[src/bst_pkg.sv]
// Shared types, constants and helpers for the brace/string/identifier tokenizer.
`timescale 1ns / 1ps
package bst_pkg;

	localparam int POS_BITS  = 16;
	localparam int OUT_POS_W = 16;
	localparam logic [POS_BITS-1:0] POS_MAX = {POS_BITS{1'b1}};
	localparam logic [POS_BITS-1:0] POS_ONE = {{(POS_BITS-1){1'b0}}, 1'b1};

	localparam logic [7:0] CH_LBRACE = 8'h7B;
	localparam logic [7:0] CH_RBRACE = 8'h7D;
	localparam logic [7:0] CH_QUOTE  = 8'h22;
	localparam logic [7:0] CH_HASH   = 8'h23;
	localparam logic [7:0] CH_UNDER  = 8'h5F;
	localparam logic [7:0] CH_LF     = 8'h0A;
	localparam logic [7:0] CH_CR     = 8'h0D;
	localparam logic [7:0] CH_TAB    = 8'h09;
	localparam logic [7:0] CH_SPACE  = 8'h20;

	localparam int RES_SLOTS = 3;

	typedef enum logic [1:0] {
		MODE_BETWEEN = 2'd0,
		MODE_COMMENT = 2'd1,
		MODE_STRING  = 2'd2,
		MODE_IDENT   = 2'd3
	} mode_t;

	typedef enum logic [2:0] {
		K_LBRACE  = 3'd0,
		K_RBRACE  = 3'd1,
		K_STRING  = 3'd2,
		K_IDENT   = 3'd3,
		K_UNKNOWN = 3'd4,
		K_EOF     = 3'd5
	} kind_t;

	typedef struct packed {
		logic                event_res;
		logic [2:0]          kind;
		logic [7:0]          char_out;
		logic [POS_BITS-1:0] line;
		logic [POS_BITS-1:0] column;
	} res_t;

	typedef struct packed {
		res_t [RES_SLOTS-1:0] r;
		logic [1:0]           cnt;
	} bundle_t;

	function automatic logic is_letter(input logic [7:0] c);
		return (c >= 8'h61 && c <= 8'h7A) || (c >= 8'h41 && c <= 8'h5A);
	endfunction

	function automatic logic is_ident_start(input logic [7:0] c);
		return is_letter(c) || (c == CH_UNDER);
	endfunction

	function automatic logic is_ident_rest(input logic [7:0] c);
		return is_ident_start(c) || (c >= 8'h30 && c <= 8'h39);
	endfunction

	function automatic logic is_space(input logic [7:0] c);
		return (c == CH_SPACE) || (c == CH_TAB) || (c == CH_CR) || (c == CH_LF);
	endfunction

	function automatic logic [POS_BITS-1:0] sat_inc(input logic [POS_BITS-1:0] v);
		return (v == POS_MAX) ? v : v + POS_ONE;
	endfunction

	function automatic logic [OUT_POS_W-1:0] to_out_pos(input logic [POS_BITS-1:0] v);
		logic [POS_BITS+OUT_POS_W-1:0] t;
		t = {{OUT_POS_W{1'b0}}, v};
		return t[OUT_POS_W-1:0];
	endfunction

	function automatic res_t mk_res(input logic ev, input kind_t k, input logic [7:0] ch,
			input logic [POS_BITS-1:0] ln, input logic [POS_BITS-1:0] col);
		res_t r;
		r.event_res = ev;
		r.kind      = k;
		r.char_out  = ch;
		r.line      = ln;
		r.column    = col;
		return r;
	endfunction

endpackage

[src/bst_scan.sv]
// Scanner state and per-word classification producing up to three results.
`timescale 1ns / 1ps
module bst_scan (
	input  logic             clk,
	input  logic             arst_n,
	input  logic             acc,
	input  logic [7:0]       char_in,
	input  logic             end_of_input,
	output bst_pkg::bundle_t bundle
);
	import bst_pkg::*;

	mode_t               mode_q, mode_n;
	logic [POS_BITS-1:0] line_q, line_n;
	logic [POS_BITS-1:0] col_q, col_n;
	logic [POS_BITS-1:0] start_q, start_n;
	logic                fin_q, fin_n;

	always_comb begin
		logic [1:0] n;
		logic       do_between;
		logic       do_step;
		bundle_t    b;
		b          = '0;
		n          = 2'd0;
		do_between = 1'b0;
		do_step    = 1'b0;
		mode_n     = mode_q;
		start_n    = start_q;
		fin_n      = fin_q;
		if (fin_q) begin
			// idle after end of file
		end else if (end_of_input) begin
			if (mode_q == MODE_IDENT) begin
				b.r[n] = mk_res(1'b1, K_IDENT, 8'h00, line_q, start_q);
				n = n + 2'd1;
			end else if (mode_q == MODE_STRING) begin
				b.r[n] = mk_res(1'b1, K_UNKNOWN, 8'h00, line_q, start_q);
				n = n + 2'd1;
			end
			b.r[n] = mk_res(1'b1, K_EOF, 8'h00, line_q, col_q);
			n = n + 2'd1;
			mode_n = MODE_BETWEEN;
			fin_n  = 1'b1;
		end else begin
			unique case (mode_q)
				MODE_IDENT: begin
					if (is_ident_rest(char_in)) begin
						b.r[n] = mk_res(1'b0, K_LBRACE, char_in, line_q, start_q);
						n = n + 2'd1;
						do_step = 1'b1;
					end else begin
						b.r[n] = mk_res(1'b1, K_IDENT, 8'h00, line_q, start_q);
						n = n + 2'd1;
						mode_n = MODE_BETWEEN;
						do_between = 1'b1;
					end
				end
				MODE_STRING: begin
					if (char_in == CH_QUOTE) begin
						b.r[n] = mk_res(1'b1, K_STRING, 8'h00, line_q, start_q);
						n = n + 2'd1;
						mode_n = MODE_BETWEEN;
						do_step = 1'b1;
					end else if (char_in == CH_LF) begin
						b.r[n] = mk_res(1'b1, K_UNKNOWN, 8'h00, line_q, start_q);
						n = n + 2'd1;
						mode_n = MODE_BETWEEN;
						do_between = 1'b1;
					end else begin
						b.r[n] = mk_res(1'b0, K_LBRACE, char_in, line_q, start_q);
						n = n + 2'd1;
						do_step = 1'b1;
					end
				end
				MODE_COMMENT: begin
					if (char_in == CH_LF) begin
						mode_n = MODE_BETWEEN;
						do_between = 1'b1;
					end else begin
						do_step = 1'b1;
					end
				end
				MODE_BETWEEN: begin
					do_between = 1'b1;
				end
			endcase
			if (do_between) begin
				do_step = 1'b1;
				if (is_space(char_in)) begin
					// skip
				end else if (char_in == CH_HASH) begin
					mode_n = MODE_COMMENT;
				end else begin
					start_n = col_q;
					if (char_in == CH_LBRACE || char_in == CH_RBRACE) begin
						b.r[n] = mk_res(1'b0, K_LBRACE, char_in, line_q, start_n);
						n = n + 2'd1;
						b.r[n] = mk_res(1'b1, (char_in == CH_LBRACE) ? K_LBRACE : K_RBRACE,
							8'h00, line_q, start_n);
						n = n + 2'd1;
					end else if (char_in == CH_QUOTE) begin
						mode_n = MODE_STRING;
					end else if (is_ident_start(char_in)) begin
						b.r[n] = mk_res(1'b0, K_LBRACE, char_in, line_q, start_n);
						n = n + 2'd1;
						mode_n = MODE_IDENT;
					end else begin
						b.r[n] = mk_res(1'b0, K_LBRACE, char_in, line_q, start_n);
						n = n + 2'd1;
						b.r[n] = mk_res(1'b1, K_UNKNOWN, 8'h00, line_q, start_n);
						n = n + 2'd1;
					end
				end
			end
		end
		line_n = line_q;
		col_n  = col_q;
		if (do_step) begin
			if (char_in == CH_LF) begin
				line_n = sat_inc(line_q);
				col_n  = POS_ONE;
			end else begin
				col_n = sat_inc(col_q);
			end
		end
		b.cnt  = n;
		bundle = b;
	end

	always_ff @(posedge clk or negedge arst_n) begin
		if (!arst_n) begin
			mode_q  <= MODE_BETWEEN;
			line_q  <= POS_ONE;
			col_q   <= POS_ONE;
			start_q <= POS_ONE;
			fin_q   <= 1'b0;
		end else if (acc) begin
			mode_q  <= mode_n;
			line_q  <= line_n;
			col_q   <= col_n;
			start_q <= start_n;
			fin_q   <= fin_n;
		end
	end

endmodule

[src/bst_outq.sv]
// Result register: holds one word's results and hands them out one per cycle while out_stall is low.
`timescale 1ns / 1ps
module bst_outq (
	input  logic             clk,
	input  logic             arst_n,
	input  logic             acc,
	input  bst_pkg::bundle_t bundle,
	output logic             can_load,
	output logic             out_valid,
	input  logic             out_stall,
	output bst_pkg::res_t    res,
	output logic             res_last
);
	import bst_pkg::*;

	res_t [RES_SLOTS-1:0] buf_q;
	logic [1:0]           cnt_q;
	logic [1:0]           idx_q;
	logic                 take;
	logic                 done;

	assign out_valid = (cnt_q != 2'd0);
	assign res       = buf_q[idx_q];
	assign res_last  = (idx_q == cnt_q - 2'd1);
	assign take      = out_valid && !out_stall;
	assign done      = take && res_last;
	assign can_load  = !out_valid || done;

	always_ff @(posedge clk or negedge arst_n) begin
		if (!arst_n) begin
			cnt_q <= 2'd0;
			idx_q <= 2'd0;
		end else if (acc && bundle.cnt != 2'd0) begin
			cnt_q <= bundle.cnt;
			idx_q <= 2'd0;
		end else if (done) begin
			cnt_q <= 2'd0;
			idx_q <= 2'd0;
		end else if (take) begin
			idx_q <= idx_q + 2'd1;
		end
	end

	always_ff @(posedge clk) begin
		if (acc && bundle.cnt != 2'd0) begin
			buf_q <= bundle.r;
		end
	end

endmodule

[src/brace_string_ident_tokenizer.sv]
// Top level of the brace/string/identifier tokenizer.
//
//   channel | direction | handshake          | payload
//   input   | in        | in_valid/in_stall   | char_in, end_of_input
//   result  | out       | out_valid/out_stall | event_res, kind, char_out,
//           |           |                     | token_line, token_column, last
//
// One input word is taken per cycle while in_stall is low; its 0 to 3 results are computed in the
// same cycle and land in the result register, which drains one per cycle while out_stall is low.
// A word with two or three results holds in_stall high until its last result is taken.
// Reset starts between tokens at line 1, column 1; no clearing pass.
// After end of file is reported, further words are taken and dropped.
`timescale 1ns / 1ps
module brace_string_ident_tokenizer (
	input  logic        clk,
	input  logic        arst_n,
	input  logic        in_valid,
	output logic        in_stall,
	input  logic [7:0]  char_in,
	input  logic        end_of_input,
	output logic        out_valid,
	input  logic        out_stall,
	output logic        event_res,
	output logic [2:0]  kind,
	output logic [7:0]  char_out,
	output logic [15:0] token_line,
	output logic [15:0] token_column,
	output logic        last
);
	import bst_pkg::*;

	bundle_t bundle;
	res_t    res;
	logic    can_load;
	logic    acc;

	assign in_stall = !can_load;
	assign acc      = in_valid && can_load;

	bst_scan u_scan (
		.clk          (clk),
		.arst_n       (arst_n),
		.acc          (acc),
		.char_in      (char_in),
		.end_of_input (end_of_input),
		.bundle       (bundle)
	);

	bst_outq u_outq (
		.clk       (clk),
		.arst_n    (arst_n),
		.acc       (acc),
		.bundle    (bundle),
		.can_load  (can_load),
		.out_valid (out_valid),
		.out_stall (out_stall),
		.res       (res),
		.res_last  (last)
	);

	assign event_res    = res.event_res;
	assign kind         = res.kind;
	assign char_out     = res.char_out;
	assign token_line   = to_out_pos(res.line);
	assign token_column = to_out_pos(res.column);

endmodule

[config.mk]
export PLATFORM = sky130hd
export DESIGN_NAME = brace_string_ident_tokenizer
export DESIGN_NICKNAME = d
export VERILOG_FILES = /design/src/bst_pkg.sv /design/src/bst_scan.sv /design/src/bst_outq.sv /design/src/brace_string_ident_tokenizer.sv
export SDC_FILE = /design/constraint.sdc
export NUM_CORES = 1
export LEC_CHECK = 0
export BUFFER_PORTS_ARGS = -buffer_cell sky130_fd_sc_hd__buf_2
export CORE_MARGIN = 1
export CORE_UTILIZATION = 55
export CTS_CLUSTER_DIAMETER = 100
export DETAILED_ROUTE_END_ITERATION = 10
export GPL_TIMING_DRIVEN = 0
export PLACE_DENSITY = 0.76
export SYNTH_ARGS = -nofsm -noshare
export SYNTH_HDL_FRONTEND = slang
export SYNTH_HIERARCHICAL = 1
export SYNTH_SLANG_ARGS = --single-unit
[constraint.sdc]
create_clock -name clk -period 5 [get_ports clk]
set_input_delay 1 -clock clk [delete_from_list [all_inputs] [get_ports clk]]
set_output_delay 1 -clock clk [all_outputs]
set_load 0.02 [all_outputs]
After elaboration in Yosys (flattened, before gate mapping)
Index checks and enable logic that the tools add are counted.

Output and inout bits: 47. Bits in registers: 187. Input port bits: 13.

Bitwise logic cells: 5. Equal/unequal tests: 16. Reductions and logical operators: 31. Muxes and demuxes: 78. Add/sub/neg operators: 7. $lt $le $gt $ge: 13.

Operators by type and width (number): 132-bit 2-to-1 mux (7); 44-bit 2-to-1 mux (13); 132-bit bitwise mux (4); 44-bit demux with 2-bit select (3); 44-bit binary-select mux with 2-bit select (1); 44-bit one-hot mux with 2 select lines (1); 2-bit 2-to-1 mux (28); 16-bit by 1-bit adder with 16-bit output, second input constant (2); 16-bit equality test, second input constant (2); 16-bit 2-to-1 mux (2); 8-bit by 4-bit equality test with 1-bit output, second input constant (3); 8-bit by 6-bit equality test with 1-bit output, second input constant (3); 8-bit by 7-bit equality test with 1-bit output, second input constant (3); 8-bit by 7-bit >= comparator with 1-bit output, second input constant (2); 8-bit by 7-bit less-or-equal comparator with 1-bit output, second input constant (2); 1-bit 2-to-1 mux (16); 2-bit by 3-bit < comparator with 1-bit output, second input constant (4); 1-bit logical AND (10); 2-bit by 1-bit adder with 2-bit output, second input constant (4); 8-bit by 6-bit >= comparator with 1-bit output, second input constant (1); 8-bit by 6-bit less-or-equal comparator with 1-bit output, second input constant (1); 1-bit logical OR (8); 2-bit by 1-bit >= comparator with 1-bit output, second input constant (3); 2-bit one-hot mux with 3 select lines (1); other kinds (17) (26).

Depth between registers and ports, before layout
Depth after elaboration: 18. Mapped depth: 12. Mapped depth without buffers: 12.

By module
The synthesis kept the hierarchy.

By module, submodules not included: bst_outq (seq. area each 4063.9 µm², instances 1, area each 5191.2 µm², cells each 306); bst_scan (seq. area each 1280.0 µm², instances 1, area each 4046.4 µm², cells each 470); brace_string_ident_tokenizer (seq. area each 0.0 µm², instances 1, area each 10.0 µm², cells each 2).

Worst setup path before layout
Ideal clock, no wire load.

Path type: input -> register. From: input port char_in[4]. To: register u_outq.idx_q[0]. Setup time: 0.175 ns. Stages on the path: 9. Arrival time: 3.975 ns. Required time: 4.825 ns. Path buffers: 0. Path slack: 0.850 ns. Cells stage by stage: or4_1 > o21a_1 > nand2_4 > ha_1 > and3b_1 > o21ai_0 > o21a_4 > or4_4 > o22ai_2.

RTL lines: start, declared (RTL line brace_string_ident_tokenizer.sv:19) `input logic [7:0] char_in,`; end signal, assigned (RTL line bst_outq.sv:40) `idx_q <= idx_q + 2'd1;`; end, declared (RTL line bst_outq.sv:18) `logic [1:0] idx_q;`.

==> flow_metrics.py <==
metrics = {
    "synthesis": {
        "syn_area_um2": 9248,
        "yosys-top-cells-count": "132 x edfxtp_1, 80 x nand2_1, 59 x and2_1",
        "syn_inst": 778,
        "yosys_warnings": 6,
        "ys.flop_type": "edfxtp_1",
        "yosysUniqueCellTypes": 68,
        "ys_async_sr_fraction_pct": 29.41,
        "ys_ff_latch": 187,
        "synth-seq-area-share_pct": 57.79,
        "synth_top_area_cell": "edfxtp_1",
        "synth_top_cell_area_share_pct": 42.86,
        "synth-edff-count": 132,
        "synth.avg_cell_area_um2": 11.89,
        "synth.most_common_cell": "edfxtp_1",
        "netlist_top_cells_area": "edfxtp_1 43%, dfrtp_1 14%, mux2i_1 4.8%",
    },
    "timing": {
        "slew_headroom_pct": 39.48,
        "slew_violations": 0,
        "holdWs_ns": 0.5073,
        "finalCriticalPeriod_ns": 4.287,
        "fin_skew_ns": 0.006730,
        "setup_viol": 0,
        "hold_violations": 0,
        "fin_crit_sh_pct": 85.75,
        "rsz0062_at_grt": "no",
        "fin_ws_ns": 0.7127,
        "worst_slew_pin_slew_ns": 0.9079,
        "setup_tns_ns": 0,
        "fmax_mhz": 233.2,
    },
    "drt": {
        "drc": 0,
        "top_layer": "met4",
        "via_per_inst": 5.634,
        "drtIter0Drc": 416,
        "avgRoutedWirePerCell_um": 17.21,
        "met1Wirelength_mm": 8.516,
        "vias": 6181,
        "ant_nets": 0,
        "routed_wl_mm": 18.88,
        "route.met2.wl_mm": 9.317,
        "wl_met3_um": 724,
        "firstDrtPassIters": 5,
    },
    "clock_tree": {
        "cts.sinks": 187,
        "clk_path_buf_depth": 2,
        "cts_tree": "built",
        "clk_latency_ns": 0.43,
        "cts_resized": 0,
        "clk_pin_slew_ns": 0.07,
        "cts_max_level": 4,
        "hold_buffers": 0,
        "cts_buffers": 17,
        "ctsRootBufferMaster": "clkbuf_16",
        "postCtsSetupBuffers": 0,
    },
    "placement": {
        "io_buffer_count": 58,
        "place_ws_ns": 0.3093,
        "gp_congestion": 0.9346,
        "dp_hpwl_mm": 12.60,
        "dpl_cell_area_um2": 9874,
    },
    "run_status": {
        "outcome": "finished clean",
    },
    "grt": {
        "grt_pass1_wl_mm": 31.04,
        "grt_pass1_vias": 5979,
        "antenna_found_initial": 0,
        "grt_max_degree": 72,
        "grt.overflow.total": 0,
        "grt_usage_pct": 23.20,
    },
    "power_and_ir_drop": {
        "p_per_area_nw_per_um2": 413.2,
        "p_leak_nw": 4.295,
        "ir_worst_vdd_mv": 0.2765,
    },
    "critical_path": {
        "cp_data_arrival_time_ns": 4.59,
        "crit_type": "primary input to register",
        "r2r_cells": 12,
        "cp_max_fo": 71,
        "cp-end-kind": "register",
        "start_kind": "primary input",
        "cp.required_ns": 5.31,
    },
    "floorplanning": {
        "fp.dieH_um": 131.7,
        "core_area_um2": 16520,
        "die_x_um": 131.7,
        "rows": 47,
        "initial_utilization_pct": 55.96,
        "die-area_um2": 17340,
        "io_pins": 60,
    },
    "hold_path": {
        "min_path_cells": 1,
        "hold_path_class": "register to register",
    },
    "final_layout": {
        "nNetsFinal": 884,
        "antenna_cells": 0,
        "post-route-cell-area_um2": 10420,
        "drive_gt1_share_pct": 17.67,
        "area_growth_pct": 12.68,
    },
    "run": {
        "cap_violations": 0,
    },
}
==> metal layers <==
| layer | track usage, % | up-vias |
|---|---|---|
| met5 | 0 | - |
| met1 | 31.18 | 3023 |
| met3 | 4.668 | 29 |
| met2 | 37.80 | 141 |
| met4 | 7.558 | 0 |
| li1 | - | 2988 |
==> stage by stage <==
step	utilization, %	total power [mW]	cells
global route	63.06	4.489	1097
finish	63.06	4.305	1097
floorplan	-	2.673	787
CTS	63.04	4.339	1097
detailed placement	59.76	3.083	1066
global placement	59.59	3.072	1065
==> cell usage in the layout, fill, tap and decap left out, types with 13 or more instances in the layout <==
cell	instances
clkbuf_1	28
edfxtp_1	132
dfrtp_1	52
and3_1	47
xor2_1	14
xnor2_1	15
clkbuf_16	17
o21ai_0	18
buf_6	13
buf_2	62
a22o_1	17
o21ai_1	42
buf_4	15
a21oi_1	15
mux2i_1	44
nand3_1	18
and2_1	59
nand2_1	80
nor2_1	30
==> sequential cells by signal (all words and copies together) (netlist names) <==
name / cells
u_scan/mode_q: 2
u_scan/start_q: 16
u_scan/col_q: 16
u_outq/buf_q: 132
u_outq/cnt_q: 2
u_scan/fin_q: 1
u_scan/line_q: 16
u_outq/idx_q: 2
==> cell families (layout without fill, tap and decap cells) <==
kind of cell	after synthesis	count (layout)	synth area share, %
AOI/OAI and AO/OA	128	128	9.160
xor gates and xnor gates	29	29	2.747
adders and majority gates	6	6	0.8118
buffers and inverters	70	160	4.533
DFF	187	187	57.79
muxes	61	61	7.239
other	1	10	0.04055
and+or+nand+nor	296	296	17.68
==> power breakdown <==
part / leakage, nW / switching, mW / internal [mW] / total, mW
Combinational: 2.05 / 0.843 / 0.477 / 1.32
Clock: 0.257 / 0.557 / 0.699 / 1.26
Sequential: 1.99 / 0.0421 / 1.69 / 1.73
Total: 4.29 / 1.44 / 2.86 / 4.31
==> final cells by class <==
cell class | count | area, um^2
fill | 1282 | 6105
sequential | 187 | 5344
multi-input combinational | 530 | 3518
clock buffer | 22 | 454.2
buffer | 58 | 374.1
timing repair buffer | 59 | 320.3
tap | 220 | 275.3
clock inverter | 9 | 88.84
inverter | 12 | 45.04
==> path summary, 6_finish.rpt <==
kind	start	to	slack, ns
max	char_in[3]	u_outq/idx_q[0]	0.71
min reg2reg	u_scan/start_q[4]	u_scan/start_q[4]	0.51
min in group asynchronous	arst_n	u_scan/line_q[1]	0.63
max in group asynchronous	arst_n	u_scan/start_q[7]	3.89
max reg2reg	u_outq/cnt_q[0]	u_scan/line_q[11]	1.32
min	u_scan/start_q[4]	u_scan/start_q[4]	0.51
==> critical path, cell delays in order <==
cell	delay [ns]
buf_2	0.11
clkbuf_1	0.37
nor4bb_1	0.38
a21oi_1	0.07
a221oi_1	0.45
nor2_1	0.16
and3b_1	0.19
o21ai_0	0.41
o21a_4	0.79
buf_16	0.38
or4_4	0.19
o22ai_2	0.06
Power figures use the tool's default switching activity.
